===== config.mk =====
export PLATFORM = sky130hd
export DESIGN_NAME = pll_rate_slew_sequencer
export DESIGN_NICKNAME = d
export VERILOG_FILES = /design/src/rtl/prss_pkg.sv /design/src/rtl/pll_rate_slew_sequencer.sv /design/src/rtl/prss_queue.sv /design/src/rtl/prss_front.sv /design/src/rtl/prss_back.sv
export SDC_FILE = /design/constraint.sdc
export NUM_CORES = 2
export LEC_CHECK = 0
export ABC_AREA = 1
export BUFFER_PORTS_ARGS = -buffer_cell sky130_fd_sc_hd__clkbuf_2
export CAP_MARGIN = 20
export CORE_MARGIN = 4
export CORE_UTILIZATION = 40
export DETAILED_ROUTE_END_ITERATION = 12
export HOLD_SLACK_MARGIN = 0.02
export PLACE_DENSITY = 0.65
export SLEW_MARGIN = 10
export SYNTH_ARGS = -nofsm -noshare
export SYNTH_HDL_FRONTEND = slang
export SYNTH_SLANG_ARGS = --single-unit

===== constraint.sdc =====
create_clock -name clk -period 16.88 [get_ports clk]
set_clock_uncertainty 0.05 [all_clocks]
set_input_delay 1.688 -clock clk [delete_from_list [all_inputs] [get_ports clk]]
set_output_delay 1.688 -clock clk [all_outputs]
set_load 0.02 [all_outputs]

===== src/rtl/prss_pkg.sv =====
// ----------------------------------------------------------------------------
// prss_pkg
// shared types and constants of the pll rate slew sequencer
// ----------------------------------------------------------------------------
package prss_pkg;

	localparam int RATE_W     = 30;
	localparam int TARGET_W   = 32;
	localparam int SENSE_W    = 10;
	localparam int CODE_W     = 8;
	localparam int CUR_W      = 11;          // current rate in mhz, up to 5 * 214
	localparam int QUO_W      = 8;           // rate in 5 mhz units
	localparam int PADDR_W    = 3;
	localparam int PDATA_W    = 32;
	localparam int ADDR_LSB   = 2;

	localparam int STEP_HZ    = 5000000;
	localparam int MHZ_HZ     = 1000000;
	localparam int MASK30     = (1 << 30) - 1;
	localparam int QUO_RND_MAX = (MASK30 - STEP_HZ) / STEP_HZ;

	localparam int MIN_RATE_RST = 5000000;
	localparam int MAX_RATE_RST = 1020000000;

	localparam int RESULT_CAP    = 16;
	localparam int MAX_STEPS_DEF = 16;
	localparam int CNT_W         = $clog2(RESULT_CAP + 1);

	// floor(x / 5e6) for a 30-bit x: 5e6 = 2^6 * 5^7, so drop six bits and
	// take (y * Q5_RECIP) >> Q5_SHIFT, exact for every 24-bit y
	localparam int Q5_DROP   = 6;
	localparam int Q5_RECIP  = 28147498;
	localparam int Q5_SHIFT  = 41;
	localparam int Q5_PROD_W = 49;

	// floor(x / 25) for x below 2^13 as (x * RECIP_25) >> RECIP_SHIFT
	localparam int DIV_X_W      = 13;
	localparam int RECIP_25     = 5243;
	localparam int RECIP_SHIFT  = 17;
	localparam int RECIP_PROD_W = 26;
	localparam int DIV_Q_W      = 9;

	localparam int CMD_DEPTH = 2;
	localparam int RSP_DEPTH = 2;

	// register select, taken from paddr[ADDR_LSB]
	localparam logic REG_MIN_RATE = 1'b0;
	localparam logic REG_MAX_RATE = 1'b1;

	typedef struct packed {
		logic [TARGET_W-1:0] target_hz;
		logic [SENSE_W-1:0]  sensed_mhz;
	} req_t;

	typedef struct packed {
		logic [CODE_W-1:0] multiplier_code;
		logic [RATE_W-1:0] step_rate_hz;
		logic [RATE_W-1:0] rounded_rate_hz;
		logic              write_valid;
		logic              error_flag;
		logic              last;
	} rsp_t;

	// classified request handed from front to back
	typedef struct packed {
		logic [QUO_W-1:0]   target_q5;
		logic [RATE_W-1:0]  rounded_hz;
		logic [SENSE_W-1:0] sensed_mhz;
	} cmd_t;

	localparam int CMD_W = $bits(cmd_t);
	localparam int RSP_W = $bits(rsp_t);

	typedef enum logic [1:0] {
		F_IDLE,
		F_DIV,
		F_PUSH
	} fstate_t;

	typedef enum logic [1:0] {
		B_IDLE,
		B_CHECK,
		B_CALC,
		B_EMIT
	} bstate_t;

endpackage


===== src/rtl/pll_rate_slew_sequencer.sv =====
// ----------------------------------------------------------------------------
// pll_rate_slew_sequencer
// turns a pll rate request into a run of slew-limited multiplier writes
// ----------------------------------------------------------------------------
//
//  channel   | handshake          | payload
//  ----------+--------------------+-------------------------------------------
//  request   | push / full        | req : target_hz, sensed_mhz
//  result    | empty / pop        | rsp : multiplier_code .. last
//  config    | psel/penable/pwrite| min_rate_hz at 0x0, max_rate_hz at 0x4
//
//  the front works one request at a time, taking no new one before the hand-off,
//  in three states (accept, one reciprocal multiply into 5 mhz units, hand-off);
//  a full command queue holds it in the hand-off. the back first checks the
//  request, then passes a calc and an emit state for each step
//  reset clears both queues and loads the default min and max rates
//  a full result queue stalls the back; the command queue lets the front
//  prepare the next request meanwhile
//
module pll_rate_slew_sequencer #(
	parameter int MAX_STEPS = prss_pkg::MAX_STEPS_DEF
) (
	input  logic                          clk,
	input  logic                          arst_n,
	// request side
	input  logic                          push,
	output logic                          full,
	input  prss_pkg::req_t                req,
	// result side
	output logic                          empty,
	input  logic                          pop,
	output prss_pkg::rsp_t                rsp,
	// configuration port
	input  logic                          psel,
	input  logic                          penable,
	input  logic                          pwrite,
	input  logic [prss_pkg::PADDR_W-1:0]  paddr,
	input  logic [prss_pkg::PDATA_W-1:0]  pwdata,
	output logic [prss_pkg::PDATA_W-1:0]  prdata,
	output logic                          pready
);
	import prss_pkg::*;

	// writes per run, at least one and never beyond the result cap
	localparam int STEP_LIMIT = (MAX_STEPS < 1) ? 1 :
	                            ((MAX_STEPS > RESULT_CAP) ? RESULT_CAP : MAX_STEPS);

	logic [RATE_W-1:0] min_rate_q;
	logic [RATE_W-1:0] max_rate_q;
	logic              cfg_wr;

	cmd_t              cmd_in;
	logic              cmd_push;
	logic              cmd_full;
	logic [CMD_W-1:0]  cmd_raw;
	cmd_t              cmd_out;
	logic              cmd_empty;
	logic              cmd_pop;

	rsp_t              rsp_in;
	logic              rsp_push;
	logic              rsp_full;
	logic [RSP_W-1:0]  rsp_raw;

	// ---- configuration registers ----
	assign pready = 1'b1;
	assign cfg_wr = psel && penable && pwrite && pready;

	always_ff @(posedge clk or negedge arst_n) begin
		if (!arst_n) begin
			min_rate_q <= RATE_W'(MIN_RATE_RST);
			max_rate_q <= RATE_W'(MAX_RATE_RST);
		end else if (cfg_wr) begin
			unique case (paddr[ADDR_LSB])
				REG_MIN_RATE: min_rate_q <= pwdata[RATE_W-1:0];
				REG_MAX_RATE: max_rate_q <= pwdata[RATE_W-1:0];
				default: ;
			endcase
		end
	end

	always_comb begin
		unique case (paddr[ADDR_LSB])
			REG_MIN_RATE: prdata = PDATA_W'(min_rate_q);
			REG_MAX_RATE: prdata = PDATA_W'(max_rate_q);
			default:      prdata = '0;
		endcase
	end

	// ---- front: clamp, divide into 5 mhz units, round ----
	prss_front u_front (
		.clk      (clk),
		.arst_n   (arst_n),
		.push     (push),
		.full     (full),
		.req      (req),
		.min_rate (min_rate_q),
		.max_rate (max_rate_q),
		.cmd      (cmd_in),
		.cmd_push (cmd_push),
		.cmd_full (cmd_full)
	);

	// ---- hand-off queue between front and back ----
	prss_queue #(
		.DATA_W (CMD_W),
		.DEPTH  (CMD_DEPTH)
	) u_cmd_queue (
		.clk    (clk),
		.arst_n (arst_n),
		.wr     (cmd_push),
		.wdata  (cmd_in),
		.full   (cmd_full),
		.rd     (cmd_pop),
		.rdata  (cmd_raw),
		.empty  (cmd_empty)
	);

	assign cmd_out = cmd_t'(cmd_raw);

	// ---- back: slew sequencer ----
	prss_back #(
		.STEP_LIMIT (STEP_LIMIT)
	) u_back (
		.clk       (clk),
		.arst_n    (arst_n),
		.cmd       (cmd_out),
		.cmd_valid (!cmd_empty),
		.cmd_pop   (cmd_pop),
		.rsp       (rsp_in),
		.rsp_push  (rsp_push),
		.rsp_full  (rsp_full)
	);

	// ---- result queue, parts the back from the consumer ----
	prss_queue #(
		.DATA_W (RSP_W),
		.DEPTH  (RSP_DEPTH)
	) u_rsp_queue (
		.clk    (clk),
		.arst_n (arst_n),
		.wr     (rsp_push),
		.wdata  (rsp_in),
		.full   (rsp_full),
		.rd     (pop),
		.rdata  (rsp_raw),
		.empty  (empty)
	);

	assign rsp = rsp_t'(rsp_raw);

	// ---- checks ----
	// every error ends the run
	a_err_is_last: assert property (@(posedge clk) disable iff (!arst_n)
		(!empty && rsp.error_flag) |-> rsp.last)
		else $error("error result without last");

	// a result with no write carries a zero code and closes the run
	a_nowrite_last: assert property (@(posedge clk) disable iff (!arst_n)
		(!empty && !rsp.write_valid) |-> (rsp.last && rsp.multiplier_code == '0))
		else $error("no-write result malformed");

	// the back only pushes into the result queue when it has room
	a_rsp_no_overflow: assert property (@(posedge clk) disable iff (!arst_n)
		rsp_push |-> !rsp_full)
		else $error("result queue overflow");

	// the front only hands a request over when the queue has room
	a_cmd_no_overflow: assert property (@(posedge clk) disable iff (!arst_n)
		cmd_push |-> !cmd_full)
		else $error("command queue overflow");

endmodule


===== src/rtl/prss_queue.sv =====
// ----------------------------------------------------------------------------
// prss_queue
// small register queue with count, used between the stages and at the output
// ----------------------------------------------------------------------------
module prss_queue #(
	parameter int DATA_W = prss_pkg::CMD_W,
	parameter int DEPTH  = prss_pkg::CMD_DEPTH
) (
	input  logic              clk,
	input  logic              arst_n,
	input  logic              wr,
	input  logic [DATA_W-1:0] wdata,
	output logic              full,
	input  logic              rd,
	output logic [DATA_W-1:0] rdata,
	output logic              empty
);
	localparam int PTR_W = (DEPTH > 1) ? $clog2(DEPTH) : 1;
	localparam int CNT_W = $clog2(DEPTH + 1);

	logic [DATA_W-1:0] mem_q [DEPTH];
	logic [PTR_W-1:0]  wr_ptr_q;
	logic [PTR_W-1:0]  rd_ptr_q;
	logic [CNT_W-1:0]  count_q;
	logic              do_wr;
	logic              do_rd;

	assign full  = (count_q == CNT_W'(DEPTH));
	assign empty = (count_q == '0);
	assign do_wr = wr && !full;
	assign do_rd = rd && !empty;
	assign rdata = mem_q[rd_ptr_q];

	always_ff @(posedge clk) begin
		if (do_wr) begin
			mem_q[wr_ptr_q] <= wdata;
		end
	end

	always_ff @(posedge clk or negedge arst_n) begin
		if (!arst_n) begin
			wr_ptr_q <= '0;
			rd_ptr_q <= '0;
			count_q  <= '0;
		end else begin
			if (do_wr) begin
				wr_ptr_q <= (wr_ptr_q == PTR_W'(DEPTH - 1)) ? '0 : wr_ptr_q + 1'b1;
			end
			if (do_rd) begin
				rd_ptr_q <= (rd_ptr_q == PTR_W'(DEPTH - 1)) ? '0 : rd_ptr_q + 1'b1;
			end
			if (do_wr && !do_rd) begin
				count_q <= count_q + 1'b1;
			end else if (do_rd && !do_wr) begin
				count_q <= count_q - 1'b1;
			end
		end
	end

endmodule


===== src/rtl/prss_front.sv =====
// ----------------------------------------------------------------------------
// prss_front
// clamps a request, divides it into 5 mhz units and rounds to nearest step
// ----------------------------------------------------------------------------
module prss_front (
	input  logic                            clk,
	input  logic                            arst_n,
	input  logic                            push,
	output logic                            full,
	input  prss_pkg::req_t                  req,
	input  logic [prss_pkg::RATE_W-1:0]     min_rate,
	input  logic [prss_pkg::RATE_W-1:0]     max_rate,
	output prss_pkg::cmd_t                  cmd,
	output logic                            cmd_push,
	input  logic                            cmd_full
);
	import prss_pkg::*;

	fstate_t              state_q;
	fstate_t              state_d;
	logic [RATE_W-1:0]    rate_q;
	logic [QUO_W-1:0]     quo_q;
	logic [SENSE_W-1:0]   sensed_q;
	logic [TARGET_W-1:0]  lo_clamp;
	logic [TARGET_W-1:0]  hi_clamp;
	logic [Q5_PROD_W-1:0] quo_prod;
	logic [QUO_W-1:0]     quo;
	logic [RATE_W-1:0]    rem;
	logic                 take;
	logic                 round_up;

	assign take = push && !full;

	// raise to min first, then lower to max, so max wins when they cross
	always_comb begin
		lo_clamp = (req.target_hz < TARGET_W'(min_rate)) ? TARGET_W'(min_rate) : req.target_hz;
		hi_clamp = (lo_clamp > TARGET_W'(max_rate)) ? TARGET_W'(max_rate) : lo_clamp;
	end

	// quotient by 5 mhz via reciprocal multiply, remainder from it
	assign quo_prod = Q5_PROD_W'(rate_q[RATE_W-1:Q5_DROP]) * Q5_PROD_W'(Q5_RECIP);
	assign quo      = quo_prod[Q5_SHIFT +: QUO_W];
	assign rem      = rate_q - RATE_W'(quo_q) * RATE_W'(STEP_HZ);
	assign round_up = (rem > (RATE_W'(STEP_HZ) - rem)) && (quo_q <= QUO_W'(QUO_RND_MAX));

	always_comb begin
		state_d  = state_q;
		full     = (state_q != F_IDLE);
		cmd_push = 1'b0;
		cmd.target_q5  = quo_q + QUO_W'(round_up);
		cmd.rounded_hz = rate_q - rem + (round_up ? RATE_W'(STEP_HZ) : '0);
		cmd.sensed_mhz = sensed_q;
		unique case (state_q)
			F_IDLE: begin
				if (push) begin
					state_d = F_DIV;
				end
			end
			F_DIV: begin
				state_d = F_PUSH;
			end
			F_PUSH: begin
				if (!cmd_full) begin
					cmd_push = 1'b1;
					state_d  = F_IDLE;
				end
			end
			default: state_d = F_IDLE;
		endcase
	end

	always_ff @(posedge clk or negedge arst_n) begin
		if (!arst_n) begin
			state_q <= F_IDLE;
		end else begin
			state_q <= state_d;
		end
	end

	always_ff @(posedge clk) begin
		if (take) begin
			rate_q   <= RATE_W'(hi_clamp);
			sensed_q <= req.sensed_mhz;
		end else if (state_q == F_DIV) begin
			quo_q <= quo;
		end
	end

endmodule


===== src/rtl/prss_back.sv =====
// ----------------------------------------------------------------------------
// prss_back
// walks the pll from the sensed rate to the target in slew-limited steps
// ----------------------------------------------------------------------------
module prss_back #(
	parameter int STEP_LIMIT = prss_pkg::MAX_STEPS_DEF
) (
	input  logic           clk,
	input  logic           arst_n,
	input  prss_pkg::cmd_t cmd,
	input  logic           cmd_valid,
	output logic           cmd_pop,
	output prss_pkg::rsp_t rsp,
	output logic           rsp_push,
	input  logic           rsp_full
);
	import prss_pkg::*;

	bstate_t                 state_q;
	bstate_t                 state_d;
	logic [CUR_W-1:0]        cur_q;
	logic [QUO_W-1:0]        tq_q;
	logic [RATE_W-1:0]       rounded_q;
	logic [CNT_W-1:0]        n_q;
	logic [QUO_W-1:0]        m_q;
	logic                    up_q;

	logic [CUR_W-1:0]        tgt_mhz;
	logic [CUR_W-1:0]        m_mhz;
	logic                    up_d;
	logic [DIV_X_W-1:0]      div_x;
	logic [RECIP_PROD_W-1:0] div_prod;
	logic [DIV_Q_W-1:0]      div_q;
	logic [DIV_Q_W-1:0]      div_qc;
	logic [QUO_W-1:0]        m_d;
	logic                    stall;
	logic                    hit;
	logic                    limit_hit;

	assign tgt_mhz = CUR_W'(tq_q) * CUR_W'(5);
	assign m_mhz   = CUR_W'(m_q) * CUR_W'(5);
	assign up_d    = tgt_mhz > cur_q;

	// next step in 5 mhz units: up is floor(6c/25), down is ceil(4c/25)
	always_comb begin
		div_x    = up_d ? DIV_X_W'(cur_q) * DIV_X_W'(6)
		                : DIV_X_W'(cur_q) * DIV_X_W'(4) + DIV_X_W'(24);
		div_prod = RECIP_PROD_W'(div_x) * RECIP_PROD_W'(RECIP_25);
		div_q    = div_prod[RECIP_SHIFT +: DIV_Q_W];
		if ((DIV_X_W + 1)'(div_x) >= (DIV_X_W + 1)'(div_q) * (DIV_X_W + 1)'(25)
		                             + (DIV_X_W + 1)'(25)) begin
			div_qc = div_q + 1'b1;
		end else begin
			div_qc = div_q;
		end
		if (up_d) begin
			m_d = (div_qc < DIV_Q_W'(tq_q)) ? QUO_W'(div_qc) : tq_q;
		end else begin
			m_d = (div_qc > DIV_Q_W'(tq_q)) ? QUO_W'(div_qc) : tq_q;
		end
	end

	assign stall     = up_q ? (m_mhz <= cur_q) : (m_mhz >= cur_q);
	assign hit       = (m_q == tq_q);
	assign limit_hit = (int'(n_q) + 1) >= STEP_LIMIT;

	always_comb begin
		state_d  = state_q;
		cmd_pop  = 1'b0;
		rsp_push = 1'b0;
		rsp      = '0;
		rsp.rounded_rate_hz = rounded_q;
		unique case (state_q)
			B_IDLE: begin
				if (cmd_valid) begin
					cmd_pop = 1'b1;
					state_d = B_CHECK;
				end
			end
			B_CHECK: begin
				rsp.last = 1'b1;
				if (cur_q == '0) begin
					rsp.error_flag = 1'b1;
					rsp_push       = !rsp_full;
					if (!rsp_full) begin
						state_d = B_IDLE;
					end
				end else if (cur_q == tgt_mhz) begin
					rsp.step_rate_hz = rounded_q;
					rsp_push         = !rsp_full;
					if (!rsp_full) begin
						state_d = B_IDLE;
					end
				end else begin
					state_d = B_CALC;
				end
			end
			B_CALC: begin
				state_d = B_EMIT;
			end
			B_EMIT: begin
				if (stall) begin
					rsp.step_rate_hz = RATE_W'(cur_q) * RATE_W'(MHZ_HZ);
					rsp.error_flag   = 1'b1;
					rsp.last         = 1'b1;
				end else begin
					rsp.multiplier_code = m_q - 1'b1;
					rsp.step_rate_hz    = RATE_W'(m_q) * RATE_W'(STEP_HZ);
					rsp.write_valid     = 1'b1;
					if (hit) begin
						rsp.last = 1'b1;
					end else if (limit_hit) begin
						rsp.error_flag = 1'b1;
						rsp.last       = 1'b1;
					end
				end
				if (!rsp_full) begin
					rsp_push = 1'b1;
					state_d  = rsp.last ? B_IDLE : B_CALC;
				end
			end
			default: state_d = B_IDLE;
		endcase
	end

	always_ff @(posedge clk or negedge arst_n) begin
		if (!arst_n) begin
			state_q <= B_IDLE;
			n_q     <= '0;
		end else begin
			state_q <= state_d;
			if (cmd_pop) begin
				n_q <= '0;
			end else if (rsp_push && !rsp.last && state_q == B_EMIT) begin
				n_q <= n_q + 1'b1;
			end
		end
	end

	always_ff @(posedge clk) begin
		if (cmd_pop) begin
			cur_q     <= CUR_W'(cmd.sensed_mhz);
			tq_q      <= cmd.target_q5;
			rounded_q <= cmd.rounded_hz;
		end else if (state_q == B_CALC) begin
			m_q  <= m_d;
			up_q <= up_d;
		end else if (state_q == B_EMIT && rsp_push && !rsp.last) begin
			cur_q <= m_mhz;
		end
	end

endmodule


Word level (Yosys, flattened, before mapping)
Memory sizes are Yosys's and may differ from the RTL's.
Index checks and enable logic that the tools add are counted.

word-level totals
  register bits = 183
  bits in latches = 0
  bits in writable memories = 238
  bits in read-only memories = 0
  input bits = 84
  output and inout port bits = 106
  word-level logic and storage cells = 183
  memories = 2

operators by class
  add/sub/neg operators = 19
  multiply operators = 9
  div/mod/pow operators = 0
  $lt $le $gt $ge = 11
  equal/unequal tests = 14
  shifts and indexed selects = 0
  multiplexer cells = 60
  bitwise logic cells = 4
  reductions and logical operators = 44

memories
  memory             words  bits a word  rd ports  clocked after Yosys merged registers in  write ports  RTL line          RTL
  u_rsp_queue.mem_q  2      71           1         0                                        1            prss_queue.sv:21  logic [DATA_W-1:0] mem_q [DEPTH];
  u_cmd_queue.mem_q  2      48           1         0                                        1            prss_queue.sv:21

operators by type and width
  operator                count
  $mux 30                 4
  $pmux 32 s2             1
  $pmux 30 s2             1
  $sub 30x30->30          2
  $mul 24x24->48 const B  1
  $mul 8x17->24 const B   2
  $mux 8                  5
  $ge 32x6->1 const B     1
  $gt 32x30->1            1
  $lt 32x30->1            1
  $mux 32                 1
  $add 30x30->30          1
  $gt 30x30->1            1
  $mux 10                 3
  $mux 2                  15
  $sub 23x30->30 const A  1
  $mul 13x13->26 const B  1
  $mul 11x14->24 const B  1
  $mux 23                 1
  $mul 8x3->11 const B    2
  $mux 1                  21
  $logic_and 1x1->1       16
  $reduce_and 2->1        8
  $add 14x5->14 const B   1
  35 further kinds        69

Logic depth before layout (Yosys ltp)
  depth in word-level cells = 12
  depth in mapped cells = 85

By module
From an unflattened synthesis, not the netlist that was laid out.

second synthesis, totals
  cell total of the unflattened synthesis = 5447
  area, all modules = 48446.5 µm²

by module, submodules not included
  module                    times used  cells an instance  area an instance (µm²)  seq. area each (µm²)
  prss_front                1           2574               21307.9                 1491.4
  prss_back                 1           1821               14458.9                 1906.8
  prss_queue (u_rsp_queue)  1           402                6029.5                  4364.2
  prss_queue (u_cmd_queue)  1           283                3728.6                  2982.9
  pll_rate_slew_sequencer   1           367                2921.6                  1531.5

Worst setup path before layout
No wires, ideal clock.

  path kind = reg-to-reg
  start = reg u_back.tq_q[1]
  end = reg u_back.m_q[0] (data pin)
  library setup time = 0.254 ns
  arrival time = 12.421 ns
  required time = 16.576 ns
  path slack = 4.155 ns
  stages on the path, launching flop included = 77
  path buffers = 1
  path through = edfxtp_1 > ha_1 > ha_1 > fa_1 > nand3_1 > nand2_1 > nand2_1 > nand2_1 > a21oi_1 > xor2_1 > ha_1 > nand3_1 > nor3_1 > nand3_1 > nand2_2 > clkinv_2 > buf_2 > o21ai_0 > [... 41 more ...] > nand3_1 > nor2_1 > nand2_1 > nand2_1 > nor2_2 > nand2_2 > nand2_1 > nand2_1 > inv_1 > ha_1 > a21oi_1 > o221a_2 > o21ai_0 > a21oi_2 > o21bai_1 > nand4_1 > nand3_1 > nand2_1

on the way
  cells in the longest elaborated chain, start to end = 11
  elaborated cells on any way between the ends = 14
  classes of those cells = add/sub: 2; mul: 3; order compare: 4; mux: 5

RTL lines
  item                                      RTL line                          RTL
  from (decl)                               prss_back.sv:22                   logic [QUO_W-1:0] tq_q;
  from (signal assigned)                    prss_back.sv:143                  tq_q <= cmd.target_q5;
  $mul 8x3->11                              prss_back.sv:40                   assign tgt_mhz = CUR_W'(tq_q) * CUR_W'(5);
  $gt 11x11->1                              prss_back.sv:42                   assign up_d = tgt_mhz > cur_q;
  $mux 13                                   prss_back.sv:46                   div_x = up_d ? DIV_X_W'(cur_q) * DIV_X_W'(6)
  $mul 13x13->26                            prss_back.sv:48                   div_prod = RECIP_PROD_W'(div_x) * RECIP_PROD_W'(RECIP_25);
  $mul 9x5->14                              prss_back.sv:50                   if ((DIV_X_W + 1)'(div_x) >= (DIV_X_W + 1)'(div_q) * (DIV_X_W + 1)'(25)
  $add 14x5->14                             prss_back.sv:51                   + (DIV_X_W + 1)'(25)) begin
  $ge 13x14->1                              prss_back.sv:50
  $mux 9                                    prss_back.sv:50
  $gt 9x8->1 or $lt 9x8->1 (tied branches)  prss_back.sv:59, prss_back.sv:57
  $mux 8 (on tied branches)                 prss_back.sv:59, prss_back.sv:57
  $mux 8 *                                  prss_back.sv:56                   if (up_d) begin
  net u_back.m_d[0]                         prss_back.sv:35                   logic [QUO_W-1:0] m_d;
  to (signal assigned)                      prss_back.sv:146                  m_q <= m_d;
  to (decl)                                 prss_back.sv:25                   logic [QUO_W-1:0] m_q;

Mark *: on every way through the listed nets, which the timed path passes. The rest lies on a longest branch.
A chain may end at the register's enable or synchronous reset.

Worst setup path in the final report
  start = reg u_back.tq_q[1]
  end = reg u_back.m_q[3] (data pin)

Same word-level chain as after synthesis.

==> flow_metrics.tcl <==
set metrics [dict create \
    dieHeight_um 347.7 \
    min_to "u_back.n_q[2]" \
    gp_congestion 0.9424 \
    hold_class "flop to flop" \
    cts_buffer_depth 3 \
    die_area_um2 120900 \
    ant_nets 0 \
    critical_path_class "flop to flop" \
    portBuffers 175 \
    cts_resized 0 \
    hold_viol_final 0 \
    avgViaCountPerCell 5.046 \
    grt-ovfl-total 0 \
    grt_usage_pct 19.77 \
    ys_seq_area_share_pct 23.99 \
    fin_setup_tns_ps 0 \
    nets 6725 \
    drv_slew 0 \
    synth_common_cells "nand2_1 (1073), inv_1 (1069), ha_1 (758), fa_1 (420), edfxtp_1 (303)" \
    wl_per_cell_um 17.08 \
    fillers 11264 \
    rows 124 \
    avgSynthCellArea_um2 8.718 \
    cts_max_level 2 \
    antenna_found_initial 1 \
    cts-hold-fix-buffers 0 \
    worst_slew_pin_slew_ps 947.2 \
    r2r_slack_ps 1600 \
    start_kind "flop" \
    synth_xor_area_share_pct 3.320 \
    slew_headroom_pct 36.85 \
    syn_area_um2 46160 \
    slowest_stage "fa_1" \
    core_area_um2 114500 \
    synth_top_area_share_pct 20.54 \
    synth_top_family_by_area "adder cells" \
    crit_family "adder cells" \
    syn_inst 5295 \
    grt_max_degree 62 \
    cp_slowest_stage_delay_ps 540 \
    ys_async_sr_fraction_pct 20.21 \
    pin_count 190 \
    cts_tree "built" \
    cts-root-buf "clkbuf_16" \
    synth.most_common_cell "nand2_1" \
    synth_ff_type "edfxtp_1" \
    routed_wl_um 119600 \
    finalSetupViolCount 0 \
    r2r-start "u_back.tq_q[1]" \
    die_w_um 347.7 \
    cap_violations 0 \
    layout-drive-gt1-share_pct 7.447 \
    fin_crit_ps 15280 \
    clock_sinks 381 \
    vias 35345 \
    synth_compound_area_share_pct 8.771 \
    diodes 0 \
    drt_first_pass_iters 6 \
    synth_area_leader_cell "ha_1" \
    r2r_end "u_back.m_q[3]" \
    worstPathRequired_ps 17290 \
    crit_buf_inv 13 \
    regArea_um2 11080 \
    clk_pin_slew_ps 60 \
    status "finished clean" \
    hp-start "u_back.n_q[2]" \
    crit_top_cell "nand2_1" \
    end_kind "flop" \
    grt_pass1_wl_um 190800 \
    grt_pass1_vias 35348 \
    clock.fmax_mhz 65.45 \
    synth_seq_cells 381 \
    yosysWarnings 0 \
    yosys.area_share.simple_pct 15.48 \
    synthTopCellsByArea "ha_1 (21%), edfxtp_1 (20%), fa_1 (18%)" \
    crit_arrival_ps 15690 \
    multiInputGateArea_um2 30730 \
    hpwl_um 97990 \
    initial_core_util_pct 40.32 \
    drcViolationCount 0 \
    first_iter_violations 2061 \
    cp_max_fo 22 \
    syn_to_final_growth_pct 8.405 \
    synth_cell_types 73 \
    clock_latency_ps 600 \
    numCtsBuffers 38 \
    synth-adder-area-share_pct 38.76 \
    period_share_pct 90.51 \
    synth_edf_count 303 \
    muxShareOfSynthArea_pct 0.02168 \
    cts_setup_buffers 0 \
    rr_worst_depth 77 \
    rsz0062_at_grt "no" \
    holdPathStages 1 \
]
[final cells by class]
cell class / count / area share, %
Sequential cell: 381 / 22.13
Clock buffer: 43 / 1.938
Multi-Input combinational cell: 3754 / 61.41
Clock inverter: 26 / 0.3900
Tap cell: 1512 / 3.780
Timing Repair Buffer: 204 / 2.215
Inverter: 1084 / 8.133
[per-layer routing]
layer  track usage, %  up-vias  wire, um
met1            27.07    16866     53610
met5                0        -         0
met4            5.150        0      3444
li1                 -    17414         -
met3            2.932      155      7297
met2            32.91      910     55250
[logic make-up after synthesis]
| group | count (synthesis) |
|---|---|
| xor+xnor | 166 |
| other cells | 2 |
| compound gates | 715 |
| simple gates | 1682 |
| buf+inv | 1170 |
| flops | 381 |
| mux | 1 |
| fa+ha+maj | 1178 |
[worst reg2reg max path, delay by kind of cell (launching register included)]
family | cells | cell delay, ps
buffers and inverters | 13 | 1330
adders and majority gates | 16 | 5940
DFF | 1 | 460
xor gates and xnor gates | 2 | 240
AOI/OAI and AO/OA | 12 | 2960
and+or+nand+nor | 34 | 4160
[flip-flops by register name (all words and copies together), names as in the netlist]
| name | cells |
|---|---|
| max_rate_q | 30 |
| min_rate_q | 30 |
| u_back.cur_q | 11 |
| u_back.m_q | 8 |
| u_back.rounded_q | 24 |
| u_cmd_queue.wr_ptr_q | 1 |
| u_cmd_queue.rd_ptr_q | 1 |
| u_rsp_queue.rd_ptr_q | 1 |
| u_back.tq_q | 8 |
| u_cmd_queue.mem_q | 84 |
| u_front.rate_q | 30 |
| u_back.n_q | 5 |
| u_front.quo_q | 8 |
| u_back.up_q | 1 |
| u_rsp_queue.mem_q | 120 |
| u_front.sensed_q | 10 |
| u_front.state_q | 2 |
| u_cmd_queue.count_q | 2 |
| u_back.state_q | 2 |
| u_rsp_queue.count_q | 2 |
| u_rsp_queue.wr_ptr_q | 1 |
[worst max path at each step]
stage,endpoint,start,depth (start not counted),slack (ps)
after global placement,u_back.m_q[3],u_back.tq_q[1],74,1980
after detailed placement,u_back.m_q[4],u_back.tq_q[1],77,1830
after global routing,u_back.m_q[2],u_back.tq_q[3],69,530
after floorplan,u_back.m_q[0],u_back.tq_q[1],76,4160
final,u_back.m_q[3],u_back.tq_q[1],77,1600
after CTS,u_back.m_q[4],u_back.tq_q[3],77,1770
[through the flow]
step | instance area [um^2] | hold WS (ps) | utilization [%] | worst slack, ps | std cells
floorplan | 46200 | 371.5 | - | 4155 | 5305
global placement | 48860 | 388.4 | 42.67 | 1977 | 6934
detailed placement | 48860 | 385.6 | 42.67 | 1828 | 6934
CTS | 50020 | 401.7 | 43.69 | 1768 | 7003
global route | 50040 | 420.0 | 43.71 | 525.8 | 7004
finish | 50040 | 403.1 | 43.71 | 1602 | 7004
[placed cells by master (no fill, tap or decap), types with 38 or more instances in the layout]
master,synthesis,final
inv_1,1069,1068
a21oi_1,239,238
o21ai_0,300,300
fa_1,420,420
clkbuf_16,0,38
a31oi_1,38,38
dfrtp_1,53,52
nand4_1,41,41
xor2_1,113,113
nand3_1,152,152
edfxtp_1,303,303
xnor2_1,44,44
clkbuf_2,0,174
nand2_1,1073,1073
nor3_1,49,47
ha_1,758,758
nor2_1,248,243
Power is left out: the tool's default activity adds up to more than one toggle a clock period on the data nets, which glitch-free logic cannot reach.
